### src/hdl/cpc_pkg.sv
// Shared types, constants and the arctangent table for the cartesian/polar converter.
`default_nettype none

package cpc_pkg;

    localparam int CPC_COORD_BITS      = 16;
    localparam int CPC_ROTATION_STAGES = 16;
    localparam int CPC_GUARD_BITS      = 16;
    localparam int CPC_ANGLE_BITS      = 32;
    // datapath width: coordinate, guard fraction, CORDIC growth and sign
    localparam int CPC_DATA_BITS       = CPC_COORD_BITS + CPC_GUARD_BITS + 3;

    // 1/K in Q0.32
    localparam logic [CPC_ANGLE_BITS-1:0] CPC_INV_GAIN     = 32'h9B74_EDA8;
    localparam logic [CPC_ANGLE_BITS-1:0] CPC_HALF_TURN    = 32'h8000_0000;
    localparam logic [CPC_ANGLE_BITS-1:0] CPC_QUARTER_TURN = 32'h4000_0000;

    typedef enum logic {
        CPC_TO_POLAR = 1'b0,
        CPC_TO_CART  = 1'b1
    } t_cpc_func;

    typedef struct packed {
        t_cpc_func                          func;
        logic signed [CPC_COORD_BITS-1:0]   in_x;
        logic signed [CPC_COORD_BITS-1:0]   in_y;
        logic        [CPC_COORD_BITS-1:0]   in_magnitude;
        logic signed [CPC_COORD_BITS-1:0]   in_angle;
    } t_cpc_in;

    typedef struct packed {
        logic        [CPC_COORD_BITS-1:0]   out_magnitude;
        logic signed [CPC_COORD_BITS-1:0]   out_angle;
        logic signed [CPC_COORD_BITS-1:0]   out_x;
        logic signed [CPC_COORD_BITS-1:0]   out_y;
    } t_cpc_out;

    // control that travels with each item down the pipeline
    typedef struct packed {
        logic      valid;
        t_cpc_func func;
        logic      origin;
    } t_cpc_ctl;

    // atan(2^-i) as a 32-bit binary angle
    function automatic logic [CPC_ANGLE_BITS-1:0] cpc_atan(input logic [4:0] idx);
        logic [CPC_ANGLE_BITS-1:0] v;
        case (idx)
            5'd0:    v = 32'h2000_0000;
            5'd1:    v = 32'h12E4_051E;
            5'd2:    v = 32'h09FB_385B;
            5'd3:    v = 32'h0511_11D4;
            5'd4:    v = 32'h028B_0D43;
            5'd5:    v = 32'h0145_D7E1;
            5'd6:    v = 32'h00A2_F61E;
            5'd7:    v = 32'h0051_7C55;
            5'd8:    v = 32'h0028_BE53;
            5'd9:    v = 32'h0014_5F2F;
            5'd10:   v = 32'h000A_2F98;
            5'd11:   v = 32'h0005_17CC;
            5'd12:   v = 32'h0002_8BE6;
            5'd13:   v = 32'h0001_45F3;
            5'd14:   v = 32'h0000_A2FA;
            5'd15:   v = 32'h0000_517D;
            5'd16:   v = 32'h0000_28BE;
            5'd17:   v = 32'h0000_145F;
            5'd18:   v = 32'h0000_0A30;
            5'd19:   v = 32'h0000_0518;
            5'd20:   v = 32'h0000_028C;
            5'd21:   v = 32'h0000_0146;
            5'd22:   v = 32'h0000_00A3;
            5'd23:   v = 32'h0000_0051;
            5'd24:   v = 32'h0000_0029;
            5'd25:   v = 32'h0000_0014;
            5'd26:   v = 32'h0000_000A;
            5'd27:   v = 32'h0000_0005;
            5'd28:   v = 32'h0000_0003;
            5'd29:   v = 32'h0000_0001;
            5'd30:   v = 32'h0000_0001;
            default: v = 32'h0000_0000;
        endcase
        return v;
    endfunction

endpackage

`default_nettype wire

### src/hdl/cpc_obuf.sv
// Output register with a one-entry skid stage; holds the pipeline while the skid is full.
`default_nettype none

module cpc_obuf (
    input  wire logic               i_clk,
    input  wire logic               i_rst_n,
    input  wire logic               i_valid,
    input  wire cpc_pkg::t_cpc_out  i_data,
    output logic                    o_en,
    output logic                    o_valid,
    input  wire logic               i_ready,
    output cpc_pkg::t_cpc_out       o_data
);
    import cpc_pkg::*;

    logic     r_out_valid, r_skid_valid;
    t_cpc_out r_out, r_skid;
    logic     c_take;

    assign c_take = r_out_valid && i_ready;

    always_ff @(posedge i_clk) begin
        if (!i_rst_n) begin
            r_out_valid  <= 1'b0;
            r_skid_valid <= 1'b0;
        end else if (r_skid_valid) begin
            // pipeline is held; drain the skid entry first
            if (c_take) begin
                r_skid_valid <= 1'b0;
            end
        end else if (!r_out_valid || c_take) begin
            r_out_valid <= i_valid;
        end else if (i_valid) begin
            r_skid_valid <= 1'b1;
        end
    end

    always_ff @(posedge i_clk) begin
        if (r_skid_valid) begin
            if (c_take) begin
                r_out <= r_skid;
            end
        end else if (!r_out_valid || c_take) begin
            r_out <= i_data;
        end else begin
            r_skid <= i_data;
        end
    end

    assign o_en    = !r_skid_valid;
    assign o_valid = r_out_valid;
    assign o_data  = r_out;

endmodule

`default_nettype wire

### config.mk
export PLATFORM = sky130hd
export DESIGN_NAME = cpc_obuf
export DESIGN_NICKNAME = d
export VERILOG_FILES = /design/src/hdl/cpc_pkg.sv /design/src/hdl/cpc_obuf.sv
export SDC_FILE = /design/constraint.sdc
export NUM_CORES = 1
export LEC_CHECK = 0
export ABC_AREA = 1
export BUFFER_PORTS_ARGS = -buffer_cell sky130_fd_sc_hd__buf_2
export CELL_PAD_IN_SITES_DETAIL_PLACEMENT = 2
export CELL_PAD_IN_SITES_GLOBAL_PLACEMENT = 2
export CORE_ASPECT_RATIO = 0.9
export CORE_MARGIN = 2
export CORE_UTILIZATION = 37
export CTS_CLUSTER_SIZE = 10
export DETAILED_ROUTE_END_ITERATION = 8
export PLACE_DENSITY_LB_ADDON = 0.1
export SYNTH_ARGS = -nofsm -noshare
export SYNTH_HDL_FRONTEND = slang
export SYNTH_SLANG_ARGS = --single-unit
### constraint.sdc
create_clock -name i_clk -period 10.1 [get_ports i_clk]
set_input_delay 1.515 -clock i_clk [delete_from_list [all_inputs] [get_ports i_clk]]
set_output_delay 1.515 -clock i_clk [all_outputs]
set_load 0.01 [all_outputs]
==> metrics.cfg, run 1 <==
[outcome]
outcome=complete, no violations

[critical_path]
cp_data_required_time_ps=8590
reg2reg_depth=3
cp.depth=1
critPathKind=reg -> out
slowest_stage=edfxtp_1
start_kind=flip-flop
critPathMaxFanout=1
crit_chain=buf_2
cp-end-kind=output pin
cp_slowest_stage_delay_ps=420
cp_top_family=flip-flops
r2r-start=r_skid_valid
reg2reg_slack_ps=8040
cp_data_arrival_time_ps=1010
r2r_end=r_skid[35]
critPathBufInv=1

[synthesis]
avgSynthCellArea_sq_um=13.61
ys_types=11
yosys_warnings=0
yosys_register_bits=130
synth_edf_count=128
syn-num-nets=419
yosys-top-cells-count=nand2_1 (197), edfxtp_1 (128), buf_2 (6)
synth.largest_area_cell=edfxtp_1
synth_xor_xnor_area_share_pct=0
synthCells=351
synth_fa_ha_area_share_pct=0
synthMuxAreaShare_pct=0
dominantRegCellSynth=edfxtp_1
yosys.area.top_type_share_pct=80.48
ys_async_sr_fraction_pct=0
synth_compound_area_share_pct=0.1048
synthSimpleGateAreaFrac_pct=15.90
yosysSeqAreaShare_pct=81.32
yosys-top-cells-area=edfxtp_1 (80%), nand2_1 (15%), buf_6 (1.2%)
syn-cell-area_sq_mm=0.004776
synthMostInstantiatedCell=nand2_1
synth_top_family_by_area=simple AND/OR/NAND/NOR gates

[global_route]
first_global_vias=3384
grt_usage_pct=19.05
overflow=0
grt_pass1_wl_um=18770
grt_antenna_before_repair=2
grt_max_degree=68

[route]
vias_per_cell=4.635
drt_iter0_drc=193
vias=3087
drc=0
dr.pass1.iters=4
routedWlPerCell_um=18.42
ant_nets=0
wl_um=12270

[cts]
cts_tree=built
cts_resized=0
numClockSinks=130
cts_made_buffers=17
cts_setup_buffers=0
cts_max_level=4
cts_buffer_depth=2
cts_root_buf=clkbuf_16
holdBufCountCts=0
clkLatencyLatePin_ps=430
clk_pin_slew_ps=60

[job]
maxCapViolCount=0

[floorplanning]
die-area_sq_mm=0.01383
row_count=39
core_sq_mm=0.01264
ios=134
die_h_um=111.8
die_w_um=123.8
start_util_pct=37.79

[sta]
setup_viol=0
maxSlewHeadroom_pct=41.39
worst_pin_slew_ps=879.1
slew_viol_final=0
worst_hold_slack_ps=520.1
finClkSkew_ps=8.397
post-route-period-util_pct=25.00
fin_ws_ps=7575
rsz0062_at_grt=no
fmax_ghz=0.3960
finalHoldViolations=0
fin_crit_ps=2525
tns_ps=0

[cells_and_area]
finalCoreUtilization_pct=48.51
final_layout_size_suffix_gt1_share_pct=32.93
syn2layout_area_growth_pct=28.37
num-nets-final=560
stdcell_count=666
postLayoutCellArea_sq_mm=0.006131

[worst_hold_path]
worstHoldStart=r_skid[56]
holdPathStages=2
hold_path_end=o_data[56]
hold_path.class=reg -> reg

[power]
switching_share_pct=22.20
leakagePower_nw=2.653
p_seq_share_pct=48.3
ir_worst_vdd_uv=121.9
power_mw=1.371
powerDensity_mw_per_mm2=223.6
clock_power_share_pct=43.1
switching_power_uw=304.4
p_int_mw=1.067
p_comb_share_pct=8.6

[placed_design]
dp_hpwl_um=7102
numPlacedInstances=637
place_area_sq_mm=0.005578
gp_congestion=0.7102
post-place-ws_ps=7179
io_buffers=133

==> sequential cells by signal, summed over array words and instances (netlist names) <==
| register | cells |
|---|---|
| r_skid_valid | 1 |
| r_skid | 64 |
| o_data | 64 |
| o_valid | 1 |
==> kinds of logic after synthesis <==
group | count (synthesis)
and+or+nand+nor | 202
AOI/OAI and AO/OA | 1
buffers and inverters | 18
DFF | 130
==> power by group through the flow <==
stage / sequential (mW) / clock (mW) / combinational [mW]
final: 0.662 / 0.591 / 0.118
after global routing: 0.666 / 0.625 / 0.132
after CTS: 0.663 / 0.605 / 0.122
after detailed placement: 0.672 / 0 / 0.119
after global placement: 0.671 / 0 / 0.115
after floorplan: 0.691 / 0 / 0.0392
==> tightest hold or removal path: stages, from the launching register on <==
cell and delay [ps]:
edfxtp_1 320, nand2_1 50, nand2_1 60
==> how the worst max path moves through the flow <==
stage | start | end
finish | o_data[2] | o_data[2]
global route | i_ready | r_skid[11]
CTS | o_data[2] | o_data[2]
detailed placement | i_ready | r_skid[11]
global placement | i_ready | r_skid[11]
floorplan | i_ready | r_skid[0]
==> layout make-up <==
type | count | area (sq um)
timing repair buffer | 137 | 695.7
fill | 1275 | 6507
clock buffer | 19 | 432.9
clock inverter | 9 | 117.6
inverter | 3 | 11.26
antenna | 1 | 2.502
multi-input combinational | 203 | 780.7
tap | 164 | 205.2
sequential | 130 | 3885
==> metal layers <==
| metal | part of all wire (%) | vias up | wire, um | GRT usage [%] |
|---|---|---|---|---|
| li1 | - | 1460 | - | - |
| met5 | 0 | - | 0 | 0 |
| met3 | 5.8 | 21 | 709 | 6.352 |
| met2 | 51 | 94 | 6264 | 31.03 |
| met4 | 1.9 | 0 | 232 | 8.409 |
| met1 | 41 | 1512 | 5065 | 22.91 |
==> cells in the final DEF (no fill, tap or decap) <==
cell | Yosys | layout
inv_1 | 2 | 2
clkbuf_16 | 0 | 17
nand2_1 | 197 | 197
nor3_2 | 0 | 1
o21ai_4 | 0 | 1
clkbuf_1 | 0 | 2
dfxtp_1 | 2 | 1
diode_2 | 0 | 1
edfxtp_1 | 128 | 128
clkinv_1 | 0 | 2
nor2_1 | 4 | 4
inv_2 | 1 | 1
dfxtp_2 | 0 | 1
clkinv_2 | 0 | 4
bufinv_16 | 0 | 3
buf_2 | 6 | 133
buf_4 | 4 | 4
Note: power is estimated with default switching activity, not from simulation.
==> run 2, diff against run 1 <==
- CORE_UTILIZATION: 37 -> 34
- clock period: 10.1 -> 2.45 ns (I/O delays scaled with it)
==> run 2 against run 1 <==
Net effect: via count is 2.1% higher; register-to-register slack lost 7300 ps; largest power group unchanged; final cell count rose by 2.3%; largest cell class unchanged.
==> metrics.cfg, run 2 (same netlist as run 1, synthesis figures left out) <==
[cts]
cts_root_buf=clkbuf_16
cts_tree=built
clkLatencyLatePin_ps=420
cts_resized=0
clk_pin_slew_ps=60
cts_made_buffers=17
holdBufCountCts=0
cts_setup_buffers=0
cts_max_level=4
cts_buffer_depth=2
numClockSinks=130

[power]
p_int_mw=4.229
switching_power_mw=1.249
powerDensity_mw_per_mm2=887.7
switching_share_pct=22.81
leakagePower_nw=2.666
power_mw=5.478
ir_worst_vdd_uv=557.4
clock_power_share_pct=41.1
p_seq_share_pct=49.8
p_comb_share_pct=9.1

[floorplanning]
die-area_sq_mm=0.01501
ios=134
die_w_um=128.9
die_h_um=116.4
core_sq_mm=0.01385
row_count=41
start_util_pct=34.48

[route]
routedWlPerCell_um=17.05
drt_iter0_drc=189
dr.pass1.iters=4
drc=0
wl_um=11610
vias=3152
ant_nets=0
vias_per_cell=4.628

[critical_path]
r2r-start=r_skid_valid
start_kind=flip-flop
reg2reg_slack_ps=700
crit_chain=inv_2 -> buf_2
cp_data_arrival_time_ps=1730
cp-startpoint=r_skid_valid
critPathKind=reg -> out
slowest_stage=dfxtp_2
cp_data_required_time_ps=2080
reg2reg_depth=4
cp-end-kind=output pin
critPathMaxFanout=33
cp_slowest_stage_delay_ps=630
crit_path_end=o_en
r2r_end=o_data[6]

[worst_hold_path]
holdPathStages=1
hold_path.class=in -> reg

[global_route]
grt_usage_pct=16.78
grt_antenna_before_repair=1
grt_max_degree=35
first_global_vias=3396
grt_pass1_wl_um=18330
overflow=0

[cells_and_area]
postLayoutCellArea_sq_mm=0.006171
syn2layout_area_growth_pct=29.21
final_layout_size_suffix_gt1_share_pct=32.87
fillCellCount=1429
final_common_cell=nand2_1
num-nets-final=563
mostFrequentLayoutCells=nand2_1 (197), buf_2 (133), edfxtp_1 (128)

[job]
maxCapViolCount=0

[placed_design]
place_area_sq_mm=0.005654
gp_congestion=0.6993
dp_hpwl_um=7703
io_buffers=133

[sta]
worst_pin_slew_ps=672.4
fmax_ghz=0.4777
setup_viol=0
post-route-period-util_pct=85.44
tns_ps=0
slew_viol_final=0
finClkSkew_ps=6.635
maxSlewHeadroom_pct=55.11
fin_crit_ps=2093
finalHoldViolations=0
rsz0062_at_grt=no

[outcome]
outcome=complete, no violations

[run 2: worst max-delay path: cells and delay by family, from the launching register on]
family / cells / cell delay (ps)
buffers and inverters: 2 / 670
flip-flops: 1 / 630
[run 2: worst min path at each step]
stage                  to  slack [ps]  startpoint
2_1_floorplan   r_skid[0]         470   i_data[0]
3_3_place_gp    o_data[8]         500   r_skid[8]
3_5_place_dp   o_data[19]         510  r_skid[19]
4_1_cts         r_skid[8]         120   i_data[8]
5_1_grt         r_skid[8]         120   i_data[8]
6_report       r_skid[16]         140  i_data[16]
[run 2: layout make-up]
class / instances / area, sq um / area share, %
diodes: 1 / 2.502 / 0.04055
clock buffers: 24 / 451.7 / 7.320
clock inverters: 8 / 62.56 / 1.014
inverters: 3 / 11.26 / 0.1825
multi-input cells: 203 / 787.0 / 12.75
flip-flops and latches: 130 / 3885 / 62.96
well taps: 172 / 215.2 / 3.487
repair buffers: 140 / 755.7 / 12.25
[run 2: power by group through the flow]
stage          clock, mW  combinational [mW]  sequential (mW)
3_5_place_dp           0               0.514             2.77
2_1_floorplan          0               0.167             2.83
6_report            2.25               0.498             2.73
5_1_grt             2.41               0.560             2.75
3_3_place_gp           0               0.493             2.77
4_1_cts             2.31               0.514             2.73
[run 2: metal layers]
metal	track usage [%]	vias up	share of wire, %	routed length [um]
met5	0	-	0	0
met4	7.319	0	1.7	193
met3	4.993	18	4.6	530
met2	27.37	83	50	5845
met1	20.95	1575	43	5043
li1	-	1476	-	-
[run 2: metrics by stage]
| step | setup slack (ps) | utilization (%) | hold WS (ps) | cells |
|---|---|---|---|---|
| floorplan | -89.98 | - | 466.4 | 351 |
| global placement | 725.9 | 40.82 | 499.7 | 648 |
| detailed placement | 671.0 | 40.82 | 513.5 | 648 |
| CTS | 304.5 | 44.53 | 119.6 | 680 |
| global route | 217.1 | 44.53 | 122.7 | 680 |
| finish | 356.6 | 44.55 | 140.7 | 681 |
==> run 3, diff against run 2 <==
- ABC_AREA: 1 -> 0
- CORE_UTILIZATION: 34 -> 39
- REMOVE_ABC_BUFFERS: default -> 1
- clock period: 2.45 -> 2 ns (I/O delays scaled with it)
==> run 3 against run 2 <==
Net effect: clock power rose by 40%; register-to-register slack worse by 300 ps; total power grew 32%; worst setup slack lost 3.0 ps; clock skew hardly changed; synthesized area is 5.7% higher; worst hold slack got worse by 56 ps; utilization grew 6.7 points; sequential share of layout area shrank 3.1 points; critical path type unchanged; largest cell class unchanged; highest routed layer unchanged.
==> metrics.cfg, run 3 <==
[outcome]
outcome=complete, no violations

[cts]
cts_resized=0
cts_root_buf=clkbuf_16
cts_tree=built
cts_setup_buffers=0
cts_made_buffers=17
clkLatencyLatePin_ps=410
cts_max_level=4
cts_buffer_depth=2
numClockSinks=130
clk_pin_slew_ps=60
holdBufCountCts=0

[critical_path]
cp_data_arrival_time_ps=1350
start_kind=flip-flop
cp_data_required_time_ps=1700
critPathMaxFanout=18
critPathKind=reg -> out
critPathBufInv=3
cp-startpoint=r_skid_valid
cp_slowest_stage_delay_ps=380
crit_chain=buf_4 -> inv_1 -> buf_2
r2r-start=o_valid
cp-end-kind=output pin
cp_top_family=buffers and inverters
slowest_stage=dfxtp_4

[sta]
maxSlewHeadroom_pct=50.07
fmax_ghz=0.6074
slew_viol_final=0
worst_hold_slack_ps=84.42
tns_ps=0
fin_ws_ps=353.7
fin_crit_ps=1646
finalHoldViolations=0
setup_viol=0
finClkSkew_ps=6.868
post-route-period-util_pct=82.32
rsz0062_at_grt=no
worst_pin_slew_ps=746.2

[floorplanning]
ios=134
row_count=39
core_sq_mm=0.01269
die_h_um=111.9
start_util_pct=39.78
die-area_sq_mm=0.01387
die_w_um=123.9

[synthesis]
synth_edf_count=128
yosys_register_bits=130
yosys.area.top_type_share_pct=76.15
yosysSeqAreaShare_pct=76.95
ys_async_sr_fraction_pct=0
yosys-top-cells-count=edfxtp_1 (128), mux2_4 (64), buf_12 (6)
synthMostInstantiatedCell=edfxtp_1
yosys-top-cells-area=edfxtp_1 (76%), mux2_4 (19%), buf_12 (2.4%)
yosys_warnings=0
avgSynthCellArea_sq_um=23.81
synth.largest_area_cell=edfxtp_1
syn-cell-area_sq_mm=0.005047
synthCells=212
dominantRegCellSynth=edfxtp_1
ys_types=13

[placed_design]
io_buffers=133
numPlacedInstances=508
gp_congestion=0.6533
post-place-ws_ps=388.9
dp_hpwl_um=6981

[job]
maxCapViolCount=0

[power]
leakagePower_nw=2.600
power_mw=7.233
ir_worst_vdd_uv=686.8
powerDensity_mw_per_mm2=1113

[cells_and_area]
fillCellCount=1155
final_layout_size_suffix_gt1_share_pct=62.77
stdcell_count=540
regArea_sq_mm=0.003887
final_common_cell=buf_2
multi_input_area_sq_mm=0.001033
mostFrequentLayoutCells=buf_2 (133), edfxtp_1 (128), mux2_4 (64)
syn2layout_area_growth_pct=28.71
diodes=0
num-nets-final=431

[route]
ant_nets=0
vias_per_cell=4.633
wl_um=10470
drt_iter0_drc=133
drc=0
dr.pass1.iters=4
vias=2502
routedWlPerCell_um=19.39

[global_route]
grt_antenna_before_repair=0
overflow=0
grtUsageMet3_pct=6.711
first_global_vias=2748
grt_usage_pct=15.84
grt_use_met1_pct=18.17
top_usage_layer=met2
grt_max_degree=34
grtUsageMet2_pct=26.67
grt_pass1_wl_um=15680

[worst_hold_path]
hold_path.class=in -> reg
worstHoldStart=i_data[23]

## run 3: changes by cell type after synthesis, moves of 2 or more
cell / previous run / this run
buf_4: 4 / 0
buf_2: 6 / 0
nand2_1: 197 / 2
buf_6: 5 / 2
buf_12: 0 / 6
nor2_1: 4 / 0
o21ai_0: 0 / 2
mux2_4: 0 / 64
## run 3: kinds of logic after synthesis
family                 after synthesis  synth area share (%)
AO/OA/AOI/OAI                        3                0.3719
flip-flops                         130                 76.95
AND/OR/NAND/NOR                      6                0.7440
multiplexers                        64                 19.04
buffers and inverters                9                 2.900
## run 3: cell type report
class	instances	share of cell area (%)
Inverter	1	0.05778
Clock inverter	14	2.600
Sequential cell	130	59.84
Multi-Input combinational cell	73	15.91
Tap cell	164	3.159
Timing Repair Buffer	140	11.83
Clock buffer	18	6.606
## run 3: worst paths after layout
| path | end | slack (ps) | depth (start not counted) |
|---|---|---|---|
| worst max-delay path | o_en | 350 | 3 |
| worst min-delay path | r_skid[23] | 80 | 1 |
| worst max register to register | o_data[62] | 400 | 2 |
| worst min register to register | o_data[37] | 540 | 1 |
## run 3: routing by layer
layer | share of wire [%] | vias to the layer above
li1 | - | 1144
met5 | 0 | -
met2 | 52 | 83
met1 | 40 | 1263
met3 | 7.2 | 12
met4 | 1.1 | 0
## run 3: stage by stage
stage          util (%)  area [sq um]
6_report          51.20          6496
5_1_grt           51.20          6496
4_1_cts           51.20          6496
3_5_place_dp      46.49          5898
3_3_place_gp      46.49          5898
2_1_floorplan         -          4905
## run 3: power by group
part           leakage [nW]  total [mW]  switching (mW)  internal, mW
clock network         0.296        3.14            1.09          2.06
logic                  1.05       0.736           0.379         0.357
registers              1.25        3.35          0.0698          3.28
total                  2.60        7.23            1.54          5.69
