**src/hdl/cpc_pkg.sv**
```systemverilog
// Shared types, constants and the arctangent table for the cartesian/polar converter.
`default_nettype none

package cpc_pkg;

    localparam int CPC_COORD_BITS      = 16;
    localparam int CPC_ROTATION_STAGES = 16;
    localparam int CPC_GUARD_BITS      = 16;
    localparam int CPC_ANGLE_BITS      = 32;
    // datapath width: coordinate, guard fraction, CORDIC growth and sign
    localparam int CPC_DATA_BITS       = CPC_COORD_BITS + CPC_GUARD_BITS + 3;

    // 1/K in Q0.32
    localparam logic [CPC_ANGLE_BITS-1:0] CPC_INV_GAIN     = 32'h9B74_EDA8;
    localparam logic [CPC_ANGLE_BITS-1:0] CPC_HALF_TURN    = 32'h8000_0000;
    localparam logic [CPC_ANGLE_BITS-1:0] CPC_QUARTER_TURN = 32'h4000_0000;

    typedef enum logic {
        CPC_TO_POLAR = 1'b0,
        CPC_TO_CART  = 1'b1
    } t_cpc_func;

    typedef struct packed {
        t_cpc_func                          func;
        logic signed [CPC_COORD_BITS-1:0]   in_x;
        logic signed [CPC_COORD_BITS-1:0]   in_y;
        logic        [CPC_COORD_BITS-1:0]   in_magnitude;
        logic signed [CPC_COORD_BITS-1:0]   in_angle;
    } t_cpc_in;

    typedef struct packed {
        logic        [CPC_COORD_BITS-1:0]   out_magnitude;
        logic signed [CPC_COORD_BITS-1:0]   out_angle;
        logic signed [CPC_COORD_BITS-1:0]   out_x;
        logic signed [CPC_COORD_BITS-1:0]   out_y;
    } t_cpc_out;

    // control that travels with each item down the pipeline
    typedef struct packed {
        logic      valid;
        t_cpc_func func;
        logic      origin;
    } t_cpc_ctl;

    // atan(2^-i) as a 32-bit binary angle
    function automatic logic [CPC_ANGLE_BITS-1:0] cpc_atan(input logic [4:0] idx);
        logic [CPC_ANGLE_BITS-1:0] v;
        case (idx)
            5'd0:    v = 32'h2000_0000;
            5'd1:    v = 32'h12E4_051E;
            5'd2:    v = 32'h09FB_385B;
            5'd3:    v = 32'h0511_11D4;
            5'd4:    v = 32'h028B_0D43;
            5'd5:    v = 32'h0145_D7E1;
            5'd6:    v = 32'h00A2_F61E;
            5'd7:    v = 32'h0051_7C55;
            5'd8:    v = 32'h0028_BE53;
            5'd9:    v = 32'h0014_5F2F;
            5'd10:   v = 32'h000A_2F98;
            5'd11:   v = 32'h0005_17CC;
            5'd12:   v = 32'h0002_8BE6;
            5'd13:   v = 32'h0001_45F3;
            5'd14:   v = 32'h0000_A2FA;
            5'd15:   v = 32'h0000_517D;
            5'd16:   v = 32'h0000_28BE;
            5'd17:   v = 32'h0000_145F;
            5'd18:   v = 32'h0000_0A30;
            5'd19:   v = 32'h0000_0518;
            5'd20:   v = 32'h0000_028C;
            5'd21:   v = 32'h0000_0146;
            5'd22:   v = 32'h0000_00A3;
            5'd23:   v = 32'h0000_0051;
            5'd24:   v = 32'h0000_0029;
            5'd25:   v = 32'h0000_0014;
            5'd26:   v = 32'h0000_000A;
            5'd27:   v = 32'h0000_0005;
            5'd28:   v = 32'h0000_0003;
            5'd29:   v = 32'h0000_0001;
            5'd30:   v = 32'h0000_0001;
            default: v = 32'h0000_0000;
        endcase
        return v;
    endfunction

endpackage

`default_nettype wire

```
**src/hdl/cpc_pre.sv**
```systemverilog
// Input conditioning: fixed-point scaling, gain compensation and half-turn folding.
`default_nettype none

module cpc_pre (
    input  wire logic                                     i_clk,
    input  wire logic                                     i_rst_n,
    input  wire logic                                     i_en,
    input  wire logic                                     i_valid,
    input  wire cpc_pkg::t_cpc_in                         i_data,
    output cpc_pkg::t_cpc_ctl                             o_ctl,
    output logic signed [cpc_pkg::CPC_DATA_BITS-1:0]      o_x,
    output logic signed [cpc_pkg::CPC_DATA_BITS-1:0]      o_y,
    output logic        [cpc_pkg::CPC_ANGLE_BITS-1:0]     o_z
);
    import cpc_pkg::*;

    localparam int DW = CPC_DATA_BITS;
    localparam int AW = CPC_ANGLE_BITS;
    localparam int CB = CPC_COORD_BITS;
    localparam int GB = CPC_GUARD_BITS;
    localparam int PB = CB + AW;       // full product width
    localparam int MB = PB - GB;       // scaled magnitude width

    // stage A
    logic signed [DW-1:0] c_x, c_y, n_a_x, n_a_y;
    logic        [AW-1:0] n_a_z;
    logic        [PB-1:0] c_prod;
    t_cpc_ctl             n_a_ctl;

    t_cpc_ctl             r_a_ctl;
    logic signed [DW-1:0] r_a_x, r_a_y;
    logic        [AW-1:0] r_a_z;
    logic        [MB-1:0] r_a_prod;

    // stage B
    logic signed [DW-1:0] c_px, n_b_x, n_b_y;
    logic        [AW-1:0] c_zq, n_b_z;
    t_cpc_ctl             r_b_ctl;
    logic signed [DW-1:0] r_b_x, r_b_y;
    logic        [AW-1:0] r_b_z;

    always_comb begin
        c_x    = DW'(i_data.in_x) <<< GB;
        c_y    = DW'(i_data.in_y) <<< GB;
        c_prod = PB'(i_data.in_magnitude) * PB'(CPC_INV_GAIN);

        n_a_ctl.valid  = i_valid;
        n_a_ctl.func   = i_data.func;
        n_a_ctl.origin = (i_data.in_x == '0) && (i_data.in_y == '0);

        if (i_data.func == CPC_TO_CART) begin
            n_a_x = '0;
            n_a_y = '0;
            n_a_z = AW'(i_data.in_angle) << (AW - CB);
        end else if (i_data.in_x[CB-1]) begin
            // left half plane: turn by pi first
            n_a_x = -c_x;
            n_a_y = -c_y;
            n_a_z = CPC_HALF_TURN;
        end else begin
            n_a_x = c_x;
            n_a_y = c_y;
            n_a_z = '0;
        end
    end

    always_ff @(posedge i_clk) begin
        if (!i_rst_n) begin
            r_a_ctl <= '0;
        end else if (i_en) begin
            r_a_ctl <= n_a_ctl;
        end
    end

    always_ff @(posedge i_clk) begin
        if (i_en) begin
            r_a_x    <= n_a_x;
            r_a_y    <= n_a_y;
            r_a_z    <= n_a_z;
            r_a_prod <= c_prod[PB-1:GB];
        end
    end

    always_comb begin
        c_px = DW'(r_a_prod);
        c_zq = r_a_z + CPC_QUARTER_TURN;
        if (r_a_ctl.func == CPC_TO_CART) begin
            n_b_y = '0;
            // angle outside [-pi/2, pi/2): start from the opposite vector
            if (c_zq[AW-1]) begin
                n_b_x = -c_px;
                n_b_z = r_a_z - CPC_HALF_TURN;
            end else begin
                n_b_x = c_px;
                n_b_z = r_a_z;
            end
        end else begin
            n_b_x = r_a_x;
            n_b_y = r_a_y;
            n_b_z = r_a_z;
        end
    end

    always_ff @(posedge i_clk) begin
        if (!i_rst_n) begin
            r_b_ctl <= '0;
        end else if (i_en) begin
            r_b_ctl <= r_a_ctl;
        end
    end

    always_ff @(posedge i_clk) begin
        if (i_en) begin
            r_b_x <= n_b_x;
            r_b_y <= n_b_y;
            r_b_z <= n_b_z;
        end
    end

    assign o_ctl = r_b_ctl;
    assign o_x   = r_b_x;
    assign o_y   = r_b_y;
    assign o_z   = r_b_z;

endmodule

`default_nettype wire

```
**config.mk**
```make
export PLATFORM = sky130hd
export DESIGN_NAME = cpc_pre
export DESIGN_NICKNAME = d
export VERILOG_FILES = /design/src/hdl/cpc_pkg.sv /design/src/hdl/cpc_pre.sv
export SDC_FILE = /design/constraint.sdc
export NUM_CORES = 1
export LEC_CHECK = 0
export ABC_AREA = 1
export BUFFER_PORTS_ARGS = -buffer_cell sky130_fd_sc_hd__clkbuf_2
export CORE_ASPECT_RATIO = 0.6
export CORE_MARGIN = 3
export CORE_UTILIZATION = 33
export CTS_CLUSTER_SIZE = 28
export DETAILED_ROUTE_END_ITERATION = 12
export GPL_TIMING_DRIVEN = 1
export PLACE_DENSITY_LB_ADDON = 0.05
export SYNTH_ARGS = -nofsm -noshare
export SYNTH_HDL_FRONTEND = slang
export SYNTH_SLANG_ARGS = --single-unit
```
**constraint.sdc**
```tcl
create_clock -name i_clk -period 5.2 [get_ports i_clk]
set_input_delay 0.26 -clock i_clk [delete_from_list [all_inputs] [get_ports i_clk]]
set_output_delay 0.26 -clock i_clk [all_outputs]
set_load 0.02 [all_outputs]
```
==> impl_metrics.tcl, run 1 <==
set metrics [dict create \
    status "finished, final reports clean" \
    grt_start_max_net_pins 70 \
    ant_nets 0 \
    htreeDepth 4 \
    r2r_cells 7 \
    synth_common_cells "477 x inv_1, 413 x nand2_1, 173 x fa_1" \
    r2r_slack_ps 2610 \
    drive_gt1_share_pct 19.97 \
    maxSlewHeadroom_pct 48.47 \
    gp_congestion 0.9108 \
    cts_buffers 17 \
    min_period_over_period_pct 96.79 \
    die_w_um 295.8 \
    hold_path.class "in2reg" \
    worstPathArrival_ps 5210 \
    critical_path_class "in2reg" \
    critical_path_buf_inv_count 6 \
    fillers 5107 \
    final_net_count 2685 \
    slew_violations 0 \
    die_h_um 179.9 \
    vias 13380 \
    cts_root_buf "clkbuf_16" \
    grt_util_all_layers_pct 20.41 \
    met3_length_um 4420 \
    tritoncts "built" \
    crit_chain "buf_2 -> fa_1 -> inv_1 -> fa_1 -> fa_1 -> inv_1 -> fa_1 -> fa_1 -> inv_1 -> fa_1 -> inv_1 -> ha_2 -> nand2_2 -> nor2_4 -> nand2_1 -> inv_1 -> nand3_1 -> nand3_4 -> nand2_1 -> nand3_1 -> nand2_1" \
    avgSynthCellArea_sq_um 8.523 \
    cts_buffer_depth 2 \
    grt_overflow 0 \
    finalSetupViolCount 0 \
    max_stage_delay_ps 580 \
    min_to "r_a_ctl[2]$_SDFFE_PN0P_" \
    postSynthCellCount 1951 \
    cp-start-kind "primary input" \
    crit_path_end_kind "register" \
    multi_input_area_sq_mm 0.01005 \
    cpMaxStageDelayCell "fa_1" \
    place_area_sq_mm 0.01936 \
    max_freq_mhz 198.7 \
    wl_um 53000 \
    seqCellArea_sq_mm 0.004806 \
    portBuffers 141 \
    finish.utilization_pct 40.82 \
    die_area_sq_mm 0.05321 \
    dr_wl_met2_um 18400 \
    grt_pass1_wl_um 80650 \
    dr.pass1.iters 6 \
    synth.area.top_cells "edfxtp_1 28%, fa_1 21%, ha_1 12%" \
    final_hold_viol_count 0 \
    hp-start "i_valid" \
    drt_iter0_markers 1004 \
    row_count 63 \
    ys.flop_type "edfxtp_1" \
    stdcell_area_sq_mm 0.02024 \
    r2r_start "r_a_prod[0]$_DFFE_PP_" \
    final_cells 2944 \
    crit_path_frequent_cell "fa_1" \
    wl_per_cell_um 18.00 \
    worstMarginPinSlew_ps 772.1 \
    cp_max_fo 5 \
    maxUsedRoutingLayer "met4" \
    ys_warn_count 0 \
    ys_seq_elements 162 \
    insertion_delay_ps 440 \
    yosysTopAreaCell "edfxtp_1" \
    min_path_cells 3 \
    skew_ps 11.02 \
    met1_length_um 29930 \
    fin_crit_ps 5033 \
    antenna_found_initial 0 \
    async_reset_ff_share_pct 0 \
    clk_pin_slew_ps 70 \
    io_pins 174 \
    initial_core_util_pct 33.54 \
    dp_hpwl_um 46030 \
    grt_pass1_vias 13380 \
    antenna-diode-count 0 \
    critPathTopFamily "adder cells" \
    synth_edf_count 156 \
    synthDistinctLibCells 43 \
    area_growth_pct 21.70 \
    core-area_sq_mm 0.04958 \
    ys_seq_area_share_pct 28.89 \
    vias_per_cell 4.545 \
    clock_sinks 162 \
    synth_most_common_cell "inv_1" \
    placed_cells 2911 \
    drv_cap 0 \
    worstReg2RegEnd "o_x[34]$_DFFE_PP_" \
    syn_area_sq_mm 0.01663 \
    synth_top_area_share_pct 28.17 \
    cp.required_ps 5380 \
    drt_drc_violations_left 0 \
    hold_slack_ps 62.94 \
]
[stage by stage]
stage	setup WS, ps	setup TNS, ps
after floorplan	383.1	0
after CTS	-4.780	-4.780
final	167.2	0
after global placement	-539.9	-9585
after global routing	-6.968	-6.968
after detailed placement	-569.0	-9404
[how the worst max path moves through the flow]
stage / startpoint / endpoint / slack, ps / cells past startpoint
2_1_floorplan: i_data[23] / r_a_prod[27]$_DFFE_PP_ / 380 / 20
3_3_place_gp: i_data[30] / r_a_prod[26]$_DFFE_PP_ / -540 / 23
3_5_place_dp: i_data[30] / r_a_prod[26]$_DFFE_PP_ / -570 / 23
4_1_cts: i_data[20] / r_a_prod[23]$_DFFE_PP_ / -5 / 19
5_1_grt: i_data[23] / r_a_prod[27]$_DFFE_PP_ / -7 / 22
6_report: i_data[23] / r_a_prod[18]$_DFFE_PP_ / 170 / 21
[metal layers]
layer / up-vias / track usage [%]
li1: 6643 / -
met1: 6370 / 34.90
met2: 343 / 24.93
met3: 25 / 6.039
met4: 0 / 1.865
met5: - / 0
[sequential cells by signal (all words and copies together), names as in the netlist]
name and flops:
o_x 35, r_a_prod 32, o_y 19, r_a_x 19, r_a_y 19, o_z 16
r_a_z 16, o_ctl 3, r_a_ctl 3
[timing repair]
item	4_1_cts	5_1_grt
setup buffers	0	1
setup endpoints to repair	3	26
hold buffers	0	0
gates resized for setup	3	70
pin swaps	1	5
gates cloned	0	0
[placed cells by master (no fill, tap or decap), types with 14 or more instances in the layout]
| master | netlist | routed |
|---|---|---|
| inv_1 | 477 | 473 |
| nand2_1 | 413 | 396 |
| buf_4 | 32 | 188 |
| fa_1 | 173 | 168 |
| edfxtp_1 | 156 | 156 |
| ha_1 | 162 | 152 |
| nor2_1 | 159 | 149 |
| clkbuf_2 | 0 | 137 |
| nand3_1 | 77 | 77 |
| a21oi_1 | 85 | 73 |
| o21ai_0 | 56 | 54 |
| conb_1 | 1 | 35 |
| nor3_1 | 22 | 22 |
| nand2_2 | 4 | 21 |
| clkbuf_16 | 0 | 17 |
| xor2_1 | 15 | 14 |
[cell type report]
class                           instances  share of cell area (%)
Clock buffer                           17                   2.102
Sequential cell                       162                   23.75
Timing Repair Buffer                  330                   10.59
Multi-Input combinational cell       1289                   49.67
Clock inverter                         15                  0.9521
Inverter                              481                   8.922
Tap cell                              650                   4.019
[worst reg2reg max path, stage by stage, from the launching register on]
cell and delay (ps):
edfxtp_1 400, inv_1 110, ha_1 260, nand4_4 210, nor2_2 280, nand4_1 320
o211ai_1 620, nand2_1 110
[logic make-up (layout without fill, tap and decap cells)]
group	count (synthesis)	after routing	synth area share, %
compound gates	177	177	5.809
buf+inv	534	843	12.94
fa+ha+maj	335	335	33.02
simple gates	718	718	18.05
flops	162	162	28.89
other cells	1	35	0.02255
xor+xnor	24	24	1.264
Power of run 1 is left out: the tool's default activity adds up to more than one toggle a clock period on the data nets, which glitch-free logic cannot reach.
==> run 2: changes to the inputs <==
--- a/config.mk
+++ b/config.mk
@@ -5,7 +5,7 @@
 export SDC_FILE = /design/constraint.sdc
 export NUM_CORES = 1
 export LEC_CHECK = 0
-export ABC_AREA = 1
+export ABC_AREA = 0
 export BUFFER_PORTS_ARGS = -buffer_cell sky130_fd_sc_hd__clkbuf_2
 export CORE_ASPECT_RATIO = 0.6
 export CORE_MARGIN = 3
==> impl_metrics.tcl, run 2 <==
set metrics [dict create \
    async_reset_ff_share_pct 0 \
    die_w_um 283.2 \
    grt_overflow 0 \
    drive_gt1_share_pct 30.78 \
    grt_pass1_wl_um 67790 \
    ys_warn_count 0 \
    grt_util_all_layers_pct 18.36 \
    final_common_cell "inv_1" \
    placed_cells 2367 \
    r2r_cells 7 \
    fillers 4516 \
    met3_length_um 1847 \
    cts_buffers 17 \
    postSynthCellCount 1393 \
    drt_drc_violations_left 0 \
    skew_ps 7.777 \
    min_period_over_period_pct 105.2 \
    final_net_count 2181 \
    hold_path.class "in2reg" \
    rsz0062_at_grt "true" \
    gp_congestion 0.9227 \
    antenna-diode-count 0 \
    seqCellArea_sq_mm 0.004806 \
    status "complete, but fails checks" \
    clock_sinks 162 \
    drv_cap 0 \
    final_hold_viol_count 0 \
    ant_nets 0 \
    maxUsedRoutingLayer "met4" \
    io_pins 174 \
    cts_buffer_depth 2 \
    worstPathArrival_ps 5660 \
    row_count 60 \
    grt_start_max_net_pins 136 \
    cp.required_ps 5390 \
    htreeDepth 4 \
    synth.area.top_cells "edfxtp_1 31%, fa_1 23%, ha_1 13%" \
    met1_length_um 24100 \
    cp-start-kind "primary input" \
    synth_top_area_share_pct 30.79 \
    final_cells 2410 \
    worstMarginPinSlew_ps 851.1 \
    yosysTopAreaCell "edfxtp_1" \
    wl_per_cell_um 18.06 \
    drt_iter0_markers 605 \
    dp_hpwl_um 37160 \
    ys_seq_elements 162 \
    finalSetupViolCount 16 \
    syn_area_sq_mm 0.01521 \
    dr.pass1.iters 5 \
    cts_root_buf "clkbuf_16" \
    initial_core_util_pct 33.66 \
    clk_pin_slew_ps 70 \
    vias_per_cell 4.525 \
    fin_tns_setup_ps -2625 \
    synth_common_cells "270 x inv_1, 173 x fa_1, 162 x ha_1" \
    fin_crit_ps 5470 \
    portBuffers 141 \
    area_growth_pct 28.60 \
    min_path_cells 3 \
    final_cell_mix "256 x inv_1, 238 x buf_4, 156 x fa_1, 156 x edfxtp_1, 137 x ha_1" \
    core-area_sq_mm 0.04519 \
    dr_wl_met2_um 17440 \
    finish.utilization_pct 43.29 \
    die_h_um 172.3 \
    cp_max_fo 5 \
    ys.flop_type "edfxtp_1" \
    synth_most_common_cell "inv_1" \
    critical_path_class "in2reg" \
    antenna_found_initial 0 \
    avgSynthCellArea_sq_um 10.92 \
    die_area_sq_mm 0.04880 \
    largest_reg_flops 35 \
    violations "setup timing" \
    insertion_delay_ps 430 \
    crit_path_end_kind "register" \
    tritoncts "built" \
    wl_um 43520 \
    max_freq_mhz 182.8 \
    multi_input_area_sq_mm 0.009728 \
    ys_seq_area_share_pct 31.58 \
    maxSlewHeadroom_pct 43.26 \
    worst_slack_ps -270.1 \
    slew_violations 0 \
    grt_pass1_vias 11390 \
    synthDistinctLibCells 66 \
    synth_edf_count 156 \
    vias 10910 \
]
-- run 2: cell type report --
type	instances	share of cell area [%]
Clock inverter	15	0.6971
Multi-Input combinational cell	935	49.72
Sequential cell	162	24.57
Clock buffer	17	2.174
Timing Repair Buffer	391	13.69
Tap cell	620	3.965
Inverter	270	5.180
-- run 2: repair_timing --
item	CTS	global route
setup endpoints to repair	23	26
setup buffers	12	3
pin swaps	43	35
hold buffers	0	0
resized for setup	62	39
hold endpoints to repair	0	0
-- run 2: cell families (layout without fill, tap and decap cells) --
family                   Yosys count  in the layout  share of synthesized area, %
adder cells (fa/ha/maj)          335            335                         36.09
buffers and inverters            330            693                         9.137
AND/OR/NAND/NOR                  279            279                         9.565
AO/OA/AOI/OAI                    184            184                         7.624
flip-flops                       162            162                         31.58
XOR/XNOR                          92             92                         5.297
multiplexers                      10             10                        0.6826
other                              1             35                       0.02465
-- run 2: stage by stage --
stage | worst slack [ps] | instance area (sq um) | hold WS, ps
floorplan | -188.3 | 15560 | 372.5
global placement | -929.1 | 18490 | 401.2
detailed placement | -952.2 | 18490 | 404.5
CTS | -322.3 | 19360 | 71.11
global route | -426.0 | 19560 | 89.10
finish | -270.1 | 19560 | 91.18
-- run 2: worst paths after layout --
path | start | slack, ps | endpoint
worst min register to register | r_a_z[17]$_SDFFCE_PN0P_ | 420 | o_z[17]$_DFFE_PP_
worst min-delay path | i_valid | 90 | r_a_ctl[2]$_SDFFE_PN0P_
worst max register to register | r_a_prod[23]$_DFFE_PP_ | 2090 | o_x[34]$_DFFE_PP_
worst max-delay path | i_data[24] | -270 | r_a_prod[26]$_DFFE_PP_
-- run 2: layer usage --
layer	GRT usage, %	up-vias
li1	-	5286
met3	3.360	12
met2	25.47	147
met5	0	-
met1	30.11	5460
met4	1.616	0
-- run 2: critical path: stages --
cell	delay [ps]
clkbuf_16	140
buf_6	120
fa_1	570
inv_2	50
fa_2	450
fa_1	550
inv_2	60
fa_2	390
fa_1	570
inv_2	40
fa_1	490
inv_2	50
ha_4	310
nand4_4	120
or3_4	350
o21a_4	230
buf_4	140
buf_6	120
o21ai_4	190
a21oi_4	100
buf_4	150
buf_6	100
xnor2_1	110
Power of run 2 is left out for the same reason.
==> run 3: changes to the inputs <==
--- a/config.mk
+++ b/config.mk
@@ -8,12 +8,13 @@
 export ABC_AREA = 0
 export BUFFER_PORTS_ARGS = -buffer_cell sky130_fd_sc_hd__clkbuf_2
 export CORE_ASPECT_RATIO = 0.6
-export CORE_MARGIN = 3
+export CORE_MARGIN = 5
 export CORE_UTILIZATION = 33
 export CTS_CLUSTER_SIZE = 28
 export DETAILED_ROUTE_END_ITERATION = 12
 export GPL_TIMING_DRIVEN = 1
 export PLACE_DENSITY_LB_ADDON = 0.05
+export REMOVE_ABC_BUFFERS = 1
 export SYNTH_ARGS = -nofsm -noshare
 export SYNTH_HDL_FRONTEND = slang
 export SYNTH_SLANG_ARGS = --single-unit
==> impl_metrics.tcl, run 3 (synthesized netlist as in run 2, its figures left out) <==
set metrics [dict create \
    stdcell_area_sq_mm 0.01976 \
    die_area_sq_mm 0.05064 \
    clock_sinks 162 \
    vias 11020 \
    min_period_over_period_pct 106.3 \
    place_ws_ps -1094 \
    critical_path_class "in2reg" \
    ant_nets 0 \
    grt_pass1_vias 11340 \
    io_pins 174 \
    largest_reg_flops 35 \
    cpMaxStageDelayCell "fa_2" \
    drv_cap 0 \
    crit_path_end_kind "register" \
    skew_ps 17.79 \
    final_common_cell "buf_4" \
    wl_per_cell_um 18.41 \
    final_net_count 2196 \
    row_count 60 \
    fin_crit_ps 5526 \
    grt_start_max_net_pins 92 \
    antenna-diode-count 0 \
    drive_gt1_share_pct 32.02 \
    cp.required_ps 5460 \
    seqCellArea_sq_mm 0.004806 \
    cts_buffers 17 \
    htreeDepth 4 \
    initial_core_util_pct 33.66 \
    area_growth_pct 29.90 \
    max_stage_delay_ps 570 \
    max_freq_mhz 181.0 \
    drt_drc_violations_left 0 \
    dr.pass1.iters 5 \
    die_h_um 176.3 \
    tritoncts "built" \
    cts_buffer_depth 2 \
    finalSetupViolCount 15 \
    grt_overflow 0 \
    die_w_um 287.2 \
    grt_pass1_wl_um 67650 \
    worstPathArrival_ps 5780 \
    critPathTopFamily "adder cells" \
    core-area_sq_mm 0.04519 \
    cts_root_buf "clkbuf_16" \
    rsz0062_at_grt "true" \
    fillers 4445 \
    antenna_found_initial 0 \
    final_cell_mix "256 x buf_4, 249 x inv_1, 156 x edfxtp_1" \
    final_hold_viol_count 0 \
    fin_tns_setup_ps -2067 \
    holdBufCountCts 0 \
    slew_violations 0 \
    vias_per_cell 4.545 \
    cp-start-kind "primary input" \
    hold_path.class "in2reg" \
    status "complete, but fails checks" \
    critical_path_buf_inv_count 6 \
    cp_max_fo 3 \
    dp_hpwl_um 38160 \
    multi_input_area_sq_mm 0.009754 \
    drt_iter0_markers 577 \
    worstMarginPinSlew_ps 873.9 \
    maxSlewHeadroom_pct 41.74 \
    crit_path_frequent_cell "fa_1" \
    grt_util_all_layers_pct 17.72 \
    clk_pin_slew_ps 80 \
    place_area_sq_mm 0.01828 \
    worst_slack_ps -325.9 \
    crit_chain "buf_8 -> fa_2 -> inv_2 -> fa_1 -> inv_1 -> fa_1 -> fa_1 -> fa_1 -> inv_2 -> fa_1 -> inv_2 -> ha_4 -> buf_6 -> nand4_4 -> or3_4 -> o21a_4 -> o311ai_4 -> a31oi_2 -> or2_1 -> a311oi_1" \
    wl_um 44650 \
    portBuffers 141 \
    finish.utilization_pct 43.73 \
    insertion_delay_ps 430 \
    gp_congestion 0.9319 \
    violations "setup timing" \
]
-- run 3: changes by cell type in the layout (fill, tap and decap cells not counted), sizes merged --
cell,change
clkinv,+4
buf,+21
inv,-3
clkinvlp,-2
clkbuf,-6
bufinv,+1
-- run 3: worst register-to-register path: stages (launching register included) --
cell and delay, ps:
edfxtp_1 440, nor4_1 290, nand2_1 140, or4_1 500, or4_1 500, nor3_1 320, a211oi_1 250, a21o_1 220
-- run 3: per-layer routing --
layer | vias to the layer above | track usage (%) | wire length, um
li1 | 5315 | - | -
met1 | 5493 | 28.90 | 24030
met2 | 198 | 23.80 | 17740
met3 | 15 | 4.645 | 2619
met4 | 0 | 2.049 | 263
met5 | - | 0 | 0
-- run 3: cell type report --
class	instances	area share (%)
tap	620	3.926
clock inverter	15	0.8484
timing repair buffer	406	14.23
multi-input combinational	935	49.36
sequential	162	24.32
inverter	270	5.160
clock buffer	17	2.153
-- run 3: repair_timing --
action                                 in CTS  in global routing
gates resized for setup                    99                 74
setup buffers                              14                 12
endpoints found under the hold margin       0                  0
pin swaps                                  58                 67
setup endpoints to repair                  22                 25
-- run 3: worst paths after layout --
path                           start  depth (start not counted)                       to  slack (ps)
max reg2reg   r_a_prod[23]$_DFFE_PP_                          7        o_x[32]$_DFFE_PP_        2290
min reg2reg  r_a_z[16]$_SDFFCE_PN0P_                          0        o_z[16]$_DFFE_PP_         420
min                          i_valid                          3  r_a_ctl[2]$_SDFFE_PN0P_          90
max                       i_data[20]                         20   r_a_prod[27]$_DFFE_PP_        -330
-- run 3: metrics by stage --
step	hold WS (ps)	cells
after CTS	77.72	2414
after detailed placement	406.2	2371
after floorplan	372.5	1367
final	90.58	2425
after global placement	401.3	2371
after global routing	81.62	2425
Power of run 3 is left out for the same reason.
